File: src/sv/fdd_pkg.sv
package fdd_pkg;

    // Sample format: signed fixed point, FRAC_BITS fraction bits
    localparam int DATA_WIDTH = 32;
    localparam int FRAC_BITS  = 16;

    // Divider sizing: quotient bits formed one per cycle, scaled dividend width
    localparam int QUOT_W = DATA_WIDTH + 1;
    localparam int NUM_W  = DATA_WIDTH + FRAC_BITS;
    localparam int CNT_W  = $clog2(QUOT_W);

    // Configuration port
    localparam int APB_DW    = 32;
    localparam int ADDR_W    = 4;
    localparam int REG_IDX_W = ADDR_W - 2;

    localparam logic [REG_IDX_W-1:0] REG_SAMPLE_ONLY   = 2'd0;
    localparam logic [REG_IDX_W-1:0] REG_DISCRETE_MODE = 2'd1;
    localparam logic [REG_IDX_W-1:0] REG_PAD_MODE      = 2'd2;

    // Discrete padding codes
    localparam logic [1:0] PAD_MID   = 2'd0;
    localparam logic [1:0] PAD_LEAD  = 2'd1;
    localparam logic [1:0] PAD_TRAIL = 2'd2;
    localparam logic [1:0] PAD_BOTH  = 2'd3;

    typedef logic signed [DATA_WIDTH-1:0] t_data;
    typedef logic        [DATA_WIDTH-1:0] t_mag;
    typedef logic        [QUOT_W-1:0]     t_quot;

    localparam t_data DATA_MAX = {1'b0, {(DATA_WIDTH-1){1'b1}}};
    localparam t_data DATA_MIN = {1'b1, {(DATA_WIDTH-1){1'b0}}};

endpackage

File: src/sv/finite_difference_derivative.sv
// A derived sample passes through S_DIV and S_FIN before its results appear in S_EMIT;
// the restoring divider forms one of the DATA_WIDTH+1 slope quotient bits per cycle.
// A derived sample gives 1 to 3 results, and no new sample is taken until its last result is taken;
// a sample-only echo gives one result, a first point of a list none.
// Reset: synchronous, active low; clears the sequencer, the stored point and the point
// count, and sets sample_only 0, discrete_mode 0, pad_mode 2.
module finite_difference_derivative import fdd_pkg::*; (
    input  logic              i_clk,
    input  logic              i_rst_n,
    // sample channel
    input  logic              i_valid,
    output logic              o_ready,
    input  t_data             i_sample_x,
    input  t_data             i_sample_y,
    input  logic              i_last_sample,
    // breakpoint channel
    output logic              o_valid,
    input  logic              i_ready,
    output t_data             o_point_x,
    output t_data             o_point_y,
    output logic              o_zero_step,
    output logic              o_run_last,
    // configuration port
    input  logic              psel,
    input  logic              penable,
    input  logic              pwrite,
    input  logic [ADDR_W-1:0] paddr,
    input  logic [APB_DW-1:0] pwdata,
    output logic [APB_DW-1:0] prdata,
    output logic              pready
);

    localparam logic [1:0] S_IDLE = 2'd0;
    localparam logic [1:0] S_DIV  = 2'd1;
    localparam logic [1:0] S_FIN  = 2'd2;
    localparam logic [1:0] S_EMIT = 2'd3;

    logic [1:0]       r_state, n_state;
    logic [CNT_W-1:0] r_cnt;
    logic [1:0]       r_idx;
    logic [1:0]       r_last_idx;

    logic             r_sample_only;
    logic             r_discrete_mode;
    logic [1:0]       r_pad_mode;

    t_data            r_prev_x, r_prev_y;
    logic [1:0]       r_seen;

    t_mag             r_rem, r_dx;
    t_quot            r_nq;
    logic             r_ovf, r_dx_zero, r_dy_zero, r_dy_neg, r_neg;
    t_data            r_res;
    logic             r_zs;
    t_data            r_px [3];

    logic             acc_in, acc_out, cfg_wr;
    logic [REG_IDX_W-1:0] reg_idx;

    // ------------------------------------------------------------------
    // Handshakes
    // ------------------------------------------------------------------
    assign o_ready = (r_state == S_IDLE);
    assign o_valid = (r_state == S_EMIT);
    assign acc_in  = i_valid && o_ready;
    assign acc_out = o_valid && i_ready;

    // ------------------------------------------------------------------
    // Configuration registers
    // ------------------------------------------------------------------
    assign pready  = 1'b1;
    assign reg_idx = paddr[ADDR_W-1:2];
    assign cfg_wr  = psel && penable && pwrite && pready;

    always_comb begin
        unique case (reg_idx)
            REG_SAMPLE_ONLY:   prdata = APB_DW'(r_sample_only);
            REG_DISCRETE_MODE: prdata = APB_DW'(r_discrete_mode);
            REG_PAD_MODE:      prdata = APB_DW'(r_pad_mode);
            default:           prdata = '0;
        endcase
    end

    always_ff @(posedge i_clk) begin
        if (!i_rst_n) begin
            r_sample_only   <= 1'b0;
            r_discrete_mode <= 1'b0;
            r_pad_mode      <= PAD_TRAIL;
        end else if (cfg_wr) begin
            unique case (reg_idx)
                REG_SAMPLE_ONLY:   r_sample_only   <= pwdata[0];
                REG_DISCRETE_MODE: r_discrete_mode <= pwdata[0];
                REG_PAD_MODE:      r_pad_mode      <= pwdata[1:0];
                default:           ;
            endcase
        end
    end

    // ------------------------------------------------------------------
    // Segment setup: differences, signs, midpoint, divider load
    // ------------------------------------------------------------------
    logic [1:0]        seen;
    logic              dx_neg_c, dy_neg_c;
    logic [DATA_WIDTH:0] dx_diff, dy_diff, mid_sum;
    t_mag              dx_abs, dy_abs, rem_init;
    logic [NUM_W-1:0]  num_c;
    t_data             mid_x, main_x;
    logic              lead, trail;

    assign seen     = (r_seen == 2'd3) ? 2'd2 : r_seen;
    assign dx_neg_c = i_sample_x < r_prev_x;
    assign dy_neg_c = i_sample_y < r_prev_y;

    assign dx_diff = dx_neg_c ? ({r_prev_x[DATA_WIDTH-1], r_prev_x}
                                 - {i_sample_x[DATA_WIDTH-1], i_sample_x})
                              : ({i_sample_x[DATA_WIDTH-1], i_sample_x}
                                 - {r_prev_x[DATA_WIDTH-1], r_prev_x});
    assign dy_diff = dy_neg_c ? ({r_prev_y[DATA_WIDTH-1], r_prev_y}
                                 - {i_sample_y[DATA_WIDTH-1], i_sample_y})
                              : ({i_sample_y[DATA_WIDTH-1], i_sample_y}
                                 - {r_prev_y[DATA_WIDTH-1], r_prev_y});
    assign dx_abs = dx_diff[DATA_WIDTH-1:0];
    assign dy_abs = dy_diff[DATA_WIDTH-1:0];

    // Scaled dividend dy * 2^FRAC_BITS; its top bits preload the remainder
    assign num_c    = NUM_W'(dy_abs) << FRAC_BITS;
    assign rem_init = DATA_WIDTH'(num_c >> QUOT_W);

    // Floor of the mean, exact in one extra bit
    assign mid_sum = {r_prev_x[DATA_WIDTH-1], r_prev_x}
                   + {i_sample_x[DATA_WIDTH-1], i_sample_x};
    assign mid_x   = mid_sum[DATA_WIDTH:1];

    // Breakpoint placement for discrete mode
    assign lead  = r_discrete_mode && (seen == 2'd1)
                   && ((r_pad_mode == PAD_LEAD) || (r_pad_mode == PAD_BOTH));
    assign trail = !r_discrete_mode || (i_last_sample
                   && ((r_pad_mode == PAD_TRAIL) || (r_pad_mode == PAD_BOTH)));

    always_comb begin
        if (!r_discrete_mode) begin
            main_x = r_prev_x;
        end else begin
            case (r_pad_mode)
                PAD_LEAD:  main_x = i_sample_x;
                PAD_TRAIL: main_x = r_prev_x;
                default:   main_x = mid_x;
            endcase
        end
    end

    // ------------------------------------------------------------------
    // Divider step: one restoring quotient bit per cycle
    // ------------------------------------------------------------------
    logic [DATA_WIDTH:0]   trial;
    logic [DATA_WIDTH+1:0] sub;
    logic                  qbit;
    t_mag                  rem_next;

    assign trial    = {r_rem, r_nq[QUOT_W-1]};
    assign sub      = {1'b0, trial} - {2'b00, r_dx};
    assign qbit     = !sub[DATA_WIDTH+1];
    assign rem_next = qbit ? sub[DATA_WIDTH-1:0] : trial[DATA_WIDTH-1:0];

    // ------------------------------------------------------------------
    // Slope sign and saturation
    // ------------------------------------------------------------------
    t_quot lim_pos, lim_neg;
    t_data slope;

    assign lim_pos = QUOT_W'(t_mag'(DATA_MAX));
    assign lim_neg = QUOT_W'(t_mag'(DATA_MIN));

    always_comb begin
        if (r_dy_zero) begin
            slope = '0;
        end else if (r_dx_zero) begin
            slope = r_dy_neg ? DATA_MIN : DATA_MAX;
        end else if (r_neg) begin
            slope = (r_ovf || (r_nq > lim_neg)) ? DATA_MIN
                  : t_data'(t_mag'(0) - r_nq[DATA_WIDTH-1:0]);
        end else begin
            slope = (r_ovf || (r_nq > lim_pos)) ? DATA_MAX
                  : t_data'(r_nq[DATA_WIDTH-1:0]);
        end
    end

    // ------------------------------------------------------------------
    // Sequencer
    // ------------------------------------------------------------------
    always_comb begin
        n_state = r_state;
        unique case (r_state)
            S_IDLE: begin
                if (acc_in) begin
                    if (r_sample_only) begin
                        n_state = S_EMIT;
                    end else if (seen != 2'd0) begin
                        n_state = S_DIV;
                    end
                end
            end
            S_DIV: begin
                if (r_cnt == CNT_W'(QUOT_W - 1)) begin
                    n_state = S_FIN;
                end
            end
            S_FIN: n_state = S_EMIT;
            S_EMIT: begin
                if (acc_out && (r_idx == r_last_idx)) begin
                    n_state = S_IDLE;
                end
            end
            default: n_state = S_IDLE;
        endcase
    end

    // Control state, stored point and point count
    always_ff @(posedge i_clk) begin
        if (!i_rst_n) begin
            r_state  <= S_IDLE;
            r_cnt    <= '0;
            r_idx    <= '0;
            r_prev_x <= '0;
            r_prev_y <= '0;
            r_seen   <= '0;
        end else begin
            r_state <= n_state;
            if (acc_in) begin
                r_cnt    <= '0;
                r_idx    <= '0;
                r_prev_x <= i_sample_x;
                r_prev_y <= i_sample_y;
                r_seen   <= i_last_sample ? 2'd0 : ((seen == 2'd2) ? 2'd2 : seen + 2'd1);
            end else begin
                if (r_state == S_DIV) begin
                    r_cnt <= r_cnt + 1'b1;
                end
                if (acc_out) begin
                    r_idx <= r_idx + 1'b1;
                end
            end
        end
    end

    // Datapath registers: divider, result and breakpoint list
    always_ff @(posedge i_clk) begin
        if (acc_in) begin
            r_dx      <= dx_abs;
            r_rem     <= rem_init;
            r_nq      <= QUOT_W'(num_c);
            r_ovf     <= rem_init >= dx_abs;
            r_dx_zero <= (dx_abs == '0);
            r_dy_zero <= (dy_abs == '0);
            r_dy_neg  <= dy_neg_c;
            r_neg     <= dy_neg_c != dx_neg_c;
            if (r_sample_only) begin
                r_px[0]    <= i_sample_x;
                r_px[1]    <= i_sample_x;
                r_px[2]    <= i_sample_x;
                r_last_idx <= 2'd0;
                r_res      <= i_sample_y;
                r_zs       <= 1'b0;
            end else begin
                r_px[0]    <= lead ? r_prev_x : main_x;
                r_px[1]    <= lead ? main_x : i_sample_x;
                r_px[2]    <= i_sample_x;
                r_last_idx <= 2'(lead) + 2'(trail);
            end
        end else if (r_state == S_DIV) begin
            r_rem <= rem_next;
            r_nq  <= {r_nq[QUOT_W-2:0], qbit};
        end else if (r_state == S_FIN) begin
            r_res <= slope;
            r_zs  <= r_dx_zero;
        end
    end

    // ------------------------------------------------------------------
    // Result output
    // ------------------------------------------------------------------
    always_comb begin
        case (r_idx)
            2'd0:    o_point_x = r_px[0];
            2'd1:    o_point_x = r_px[1];
            default: o_point_x = r_px[2];
        endcase
    end

    assign o_point_y   = r_res;
    assign o_zero_step = r_zs;
    assign o_run_last  = (r_idx == r_last_idx);

endmodule

File: config.mk
export PLATFORM = sky130hd
export DESIGN_NAME = finite_difference_derivative
export DESIGN_NICKNAME = d
export VERILOG_FILES = /design/src/sv/fdd_pkg.sv /design/src/sv/finite_difference_derivative.sv
export SDC_FILE = /design/constraint.sdc
export NUM_CORES = 1
export LEC_CHECK = 0
export BUFFER_PORTS_ARGS = -buffer_cell sky130_fd_sc_hd__buf_2
export CORE_MARGIN = 1.5
export CORE_UTILIZATION = 45
export DETAILED_ROUTE_END_ITERATION = 8
export SYNTH_ARGS = -nofsm -noshare
export SYNTH_HDL_FRONTEND = slang
export SYNTH_SLANG_ARGS = --single-unit
File: constraint.sdc
create_clock -name i_clk -period 5.4 [get_ports i_clk]
set_clock_uncertainty 0.1 [all_clocks]
set_input_delay 0.27 -clock i_clk [delete_from_list [all_inputs] [get_ports i_clk]]
set_output_delay 0.27 -clock i_clk [all_outputs]
set_load 0.05 [all_outputs]
; ---- Yosys cells after proc, flatten, opt, wreduce, memory -nomap -nowiden
; Memory sizes are Yosys's and may differ from the RTL's.
; Index checks and enable logic that the tools add are counted.
[totals]
register_bits = 217
mem_count = 1
ram_bits = 96
wordCells = 138
output_inout_bits = 101
[memory_table]
columns = memory, depth, width, rd, rd_ports_with_merged_regs, write_ports, line
row1 = r_px, 3, 32, 3, 0, 3, finite_difference_derivative.sv:55  ; t_data r_px [3];
[op_classes]
n_mux = 45
n_addsub = 11
reduce_logical = 29
order_cmp = 5
n_bitwise = 4
n_eq_ne = 21
[ops]
columns = operator, count
row1 = 32-bit two-way mux, 19
row2 = 32-bit case mux with 2 select lines, 2
row3 = 32-bit subtractor, 4
row4 = 33-bit two-way mux, 2
row5 = 32-bit logical NOT, 2
row6 = 32-bit < comparator, 2
row7 = 33-bit by 32-bit subtractor with 34-bit output, 1
row8 = 32-bit by 32-bit adder with 33-bit output, 1
row9 = "33-bit by 31-bit greater-than comparator with 1-bit output, second input constant", 1
row10 = "33-bit by 32-bit greater-than comparator with 1-bit output, second input constant", 1
row11 = 15-bit by 32-bit greater-or-equal comparator with 1-bit output, 1
row12 = "1-bit by 32-bit subtractor with 32-bit output, first input constant", 1
row13 = 15-bit two-way mux, 2
row14 = 2-bit two-way mux, 8
row15 = "2-bit equality test, second input constant", 7
row16 = "2-bit by 1-bit equality test with 1-bit output, second input constant", 5
row17 = 1-bit two-way mux, 10
row18 = 1-bit logical AND, 8
row19 = 2-bit case mux with 4 select lines, 1
row20 = "6-bit by 1-bit adder with 6-bit output, second input constant", 1
row21 = "6-bit equality test, second input constant", 1
row22 = 2-bit logical NOT, 3
row23 = "2-bit != test, second input constant", 3
row24 = 2-bit case mux with 3 select lines, 1
row25 = 15 further kinds, 28

; ---- Logic depth before layout (Yosys ltp)
[depth]
depth_word = 9
depth_mapped = 25
mapped_depth_nobuf = 24

; ---- Worst setup path before layout
; OpenSTA, ideal clock, no wires.
[synth_timing]
path_kind = input to register
from = input i_sample_y[0]
to = register r_ovf (data pin)
path_buffers = 1
required_time_ns = 5.037
setup_slack_ns = 0.857
arrival_ns = 4.180
stages = 24
path_cell_list = inv_1 -> ha_1 -> inv_1 -> fa_1 -> a211oi_1 -> o21ai_1 -> a31oi_2 -> o311a_1 -> o21a_2 -> o31ai_4 -> buf_6 -> mux2i_1 -> or3_1 -> and2_1 -> ha_1 -> a21o_1 -> a21oi_1 -> nor2b_1 -> o21ai_0 -> nand2b_1 -> a21o_1 -> a31oi_1 -> o21ai_0 -> nor4b_1
[synth_between]
elab_chain_cells = 3
elab_cells_between_ends = 5
cone_classes = add/sub: 2 / order compare: 2 / mux: 1
[synth_rtl]
columns = element, line
row1 = from (decl), finite_difference_derivative.sv:14  ; input t_data i_sample_y,
row2 = "32-bit subtractor, or another cell as far along", finite_difference_derivative.sv:121  ; - {r_prev_y[DATA_WIDTH-1], r_prev_y});
row3 = 32-bit two-way mux (*), finite_difference_derivative.sv:118  ; assign dy_diff = dy_neg_c ? ({r_prev_y[DATA_WIDTH-1], r_prev_y}
row4 = 15-bit by 32-bit greater-or-equal comparator with 1-bit output (*), finite_difference_derivative.sv:252  ; r_ovf <= rem_init >= dx_abs;
row5 = to (signal assigned), finite_difference_derivative.sv:252
row6 = to (decl), finite_difference_derivative.sv:52  ; logic r_ovf, r_dx_zero, r_dy_zero, r_dy_neg, r_neg;
; Mark *: on every way between the ends. The rest lies on a longest branch, timed or not.
; A chain may end at the register's enable or synchronous reset.

; ---- Final worst setup path
[layout_timing]
from = input i_sample_x[0]
to = register r_ovf (data pin)
[layout_between]
elab_chain_cells = 3
elab_cells_between_ends = 5
cone_classes = add/sub: 2 / order compare: 2 / mux: 1
[layout_rtl]
columns = element, line
row1 = from (decl), finite_difference_derivative.sv:13  ; input t_data i_sample_x,
row2 = "32-bit subtractor, or another cell as far along", finite_difference_derivative.sv:117  ; - {r_prev_x[DATA_WIDTH-1], r_prev_x});
row3 = 32-bit two-way mux (*), finite_difference_derivative.sv:114  ; assign dx_diff = dx_neg_c ? ({r_prev_x[DATA_WIDTH-1], r_prev_x}
row4 = net dx_diff[2], finite_difference_derivative.sv:104  ; logic [DATA_WIDTH:0] dx_diff, dy_diff, mid_sum;
row5 = 15-bit by 32-bit greater-or-equal comparator with 1-bit output (*), finite_difference_derivative.sv:252
; Mark *: on every way through the listed nets, which the timed path passes. The rest lies on a longest branch.

==> flow_summary.toml <==
[outcome]
status = "finished clean"

[clock_network]
htreeDepth = 2
clk_pin_slew_ns = 0.06
clk_path_buf_depth = 3
clk_latency_ns = 0.57
root_buffer = "clkbuf_16"
tritoncts = "done"
clock_sinks = 313
cts_buffers = 38

[floorplan]
io_pins = 209
dieArea_um2 = 57900
num_rows = 86
fp.coreArea_um2 = 55400
initial_core_util = 0.459
die_x_um = 241
die_y_um = 241

[power_and_ir_drop]
p_leak_nw = 12.4
ir_drop_uv = 353
totalPowerFinal_mw = 14.3
pwr_density_cell_nw_per_um2 = 496

[global_route]
grt_pass1_vias = 22000
grt.overflow.total = 0
grt_use_total = 0.271
grt_max_degree = 62
gr-usage-met3 = 0.0372
use_met2 = 0.434
grt_pass1_wl_um = 124000
grt_use_met1 = 0.378
antenna_found_initial = 0
busiest_layer = "met2"

[sta]
hold_viol_final = 0
period_minus_slack_ns = 5.13
worst_slack_ns = 0.275
fin_crit_sh = 0.949
finalSetupViolations = 0
slew_violations = 0
tightest_slew_ns = 1.04
slew_headroom = 0.288
timing.fmax_ghz = 0.195

[placed_design]
gp_congestion = 0.910
hpwl_um = 60400
portBuffers = 145
post-place-ws_ns = 0.0465

[route]
via_per_inst = 5.74
ant_nets = 0
dr.pass1.iters = 5
drt_iter0_drc = 1906
finalWirelength_um = 79600
wl_per_cell_um = 19.7
vias = 23200
drc = 0

[logic_synthesis]
syn_inst = 3104
ys_seq_elements = 313
yosysTopAreaCell = "edfxtp_1"
synth_edf_count = 200
yosysWarnings = 0
synth_flop_cell = "edfxtp_1"
synth_most_common_cell = "nand2_1"
netlist_area_um2 = 25400
async_reset_ff_frac = 0
syn_area_per_cell_um2 = 8.19
synth_common_cells = "nand2_1, a21oi_1, inv_1"
yosysTopAreaCellShare = 0.236
synth_area_leaders = "edfxtp_1, ha_1, dfxtp_1"
ys_seq_area_frac = 0.325
synth_cell_types = 98

[hold_path]
hp-start = "i_sample_x[29]"
worstHoldEndpoint = "r_px[0][93]"
hold_class = "primary input to flip-flop"
hold_depth = 2

[finish]
diodes = 0
fillers = 5298
syn2layout_area_growth_pct = 13.4
layout-drive-gt1-share = 0.0977
final_core_util = 0.520
nets = 3590

[critical_path]
worstPathMaxFanout = 11
cp-start-kind = "primary input"
rr_worst_depth = 22
crit_required_ns = 5.60
path_class = "primary input to flip-flop"
reg2reg_to = "r_ovf"
timing.rr.start = "r_prev_x[0]"
worstPathArrival_ns = 5.32
endpoint_kind = "flip-flop"
regToRegSetupSlack_ns = 0.32

[run]
max_cap_viol_count = 0
worst max-delay path: stages:
cell	delay, ns
dlygate4sd3_1	0.53
buf_2	0.18
inv_1	0.09
ha_1	0.17
inv_1	0.06
fa_1	0.42
a211oi_1	0.25
o21ai_1	0.16
o31a_1	0.37
o2111ai_1	0.27
o21ai_1	0.13
buf_4	0.22
mux2i_1	0.15
xnor2_1	0.37
inv_1	0.12
ha_1	0.31
a21o_1	0.16
a21oi_1	0.16
nor2b_1	0.06
o21ai_0	0.14
nand2b_1	0.09
a21o_1	0.19
a31oi_2	0.22
o21ai_1	0.10
nor4b_1	0.14
sequential cells by signal, indices dropped and copies added (netlist names), 6 cells and up:
name       count
r_px          96
r_rem         32
r_prev_x      32
r_prev_y      32
r_cnt          6
r_nq          33
r_dx          32
o_point_y     32
timing repair:
item | CTS | global route
resized for setup | 0 | 11
setup buffers | 0 | 3
endpoints found under the setup margin | 0 | 1
endpoints found under the hold margin | 136 | 0
hold buffers | 69 | 0
cell families after synthesis:
| logic type | after synthesis | synth area share |
|---|---|---|
| AND/OR/NAND/NOR | 926 | 0.165 |
| multiplexers | 92 | 0.0367 |
| AO/OA/AOI/OAI | 963 | 0.243 |
| adder cells (fa/ha/maj) | 225 | 0.113 |
| other | 2 | 0.000295 |
| XOR/XNOR | 117 | 0.0406 |
| flip-flops | 313 | 0.325 |
| buffers and inverters | 466 | 0.0760 |
per-stage QoR:
step | area, um^2 | instances | setup TNS [ns] | hold slack [ns]
floorplan | 25500 | 3133 | 0 | 0.269
detailed placement | 26800 | 3893 | 0 | 0.373
finish | 28800 | 4034 | 0 | 0.0279
CTS | 28700 | 4031 | 0 | 0.00167
global route | 28800 | 4034 | -0.00301 | 0.0217
global placement | 26800 | 3893 | 0 | 0.355
cells in the final DEF (no fill, tap or decap), drive strengths merged, types with 69 or more instances in the layout:
master,count
dlygate4sd3,69
a21oi,263
buf,218
nor2,186
a21boi,80
a21o,74
inv,264
edfxtp,200
dfxtp,113
ha,219
nand2,434
o21ai,216
mux2i,82
xnor2,92
worst max-delay path by stage:
stage          cells past startpoint          start  slack, ns  endpoint
5_1_grt                           27  i_sample_y[0]     -0.003     r_ovf
6_report                          25  i_sample_x[0]       0.27     r_ovf
3_5_place_dp                      25  i_sample_y[0]       0.05     r_ovf
2_1_floorplan                     24  i_sample_y[0]       0.86     r_ovf
4_1_cts                           26  i_sample_y[0]       0.09     r_ovf
3_3_place_gp                      26  i_sample_y[0]       0.16     r_ovf
layer usage:
metal | vias to the layer above | routed length (um)
li1 | 11300 | -
met1 | 11100 | 37200
met2 | 689 | 36200
met3 | 109 | 4160
met4 | 0 | 2070
met5 | - | 0
area by class of cell:
cell class | count | area [um^2] | share of cell area
timing repair buffer | 287 | 1970 | 0.0683
tap | 748 | 936 | 0.0325
clock buffer | 51 | 1030 | 0.0358
sequential | 313 | 8270 | 0.287
inverter | 263 | 993 | 0.0345
multi-input combinational | 2354 | 15400 | 0.535
clock inverter | 18 | 209 | 0.00725
power breakdown:
group | leakage, nW | total, mW | switching, mW | internal [mW]
sequential | 2.84 | 3.93 | 0.424 | 3.51
clock | 0.596 | 2.62 | 1.08 | 1.54
combinational | 8.94 | 7.75 | 5.02 | 2.72
No activity file was read; power rests on OpenSTA's default activity.
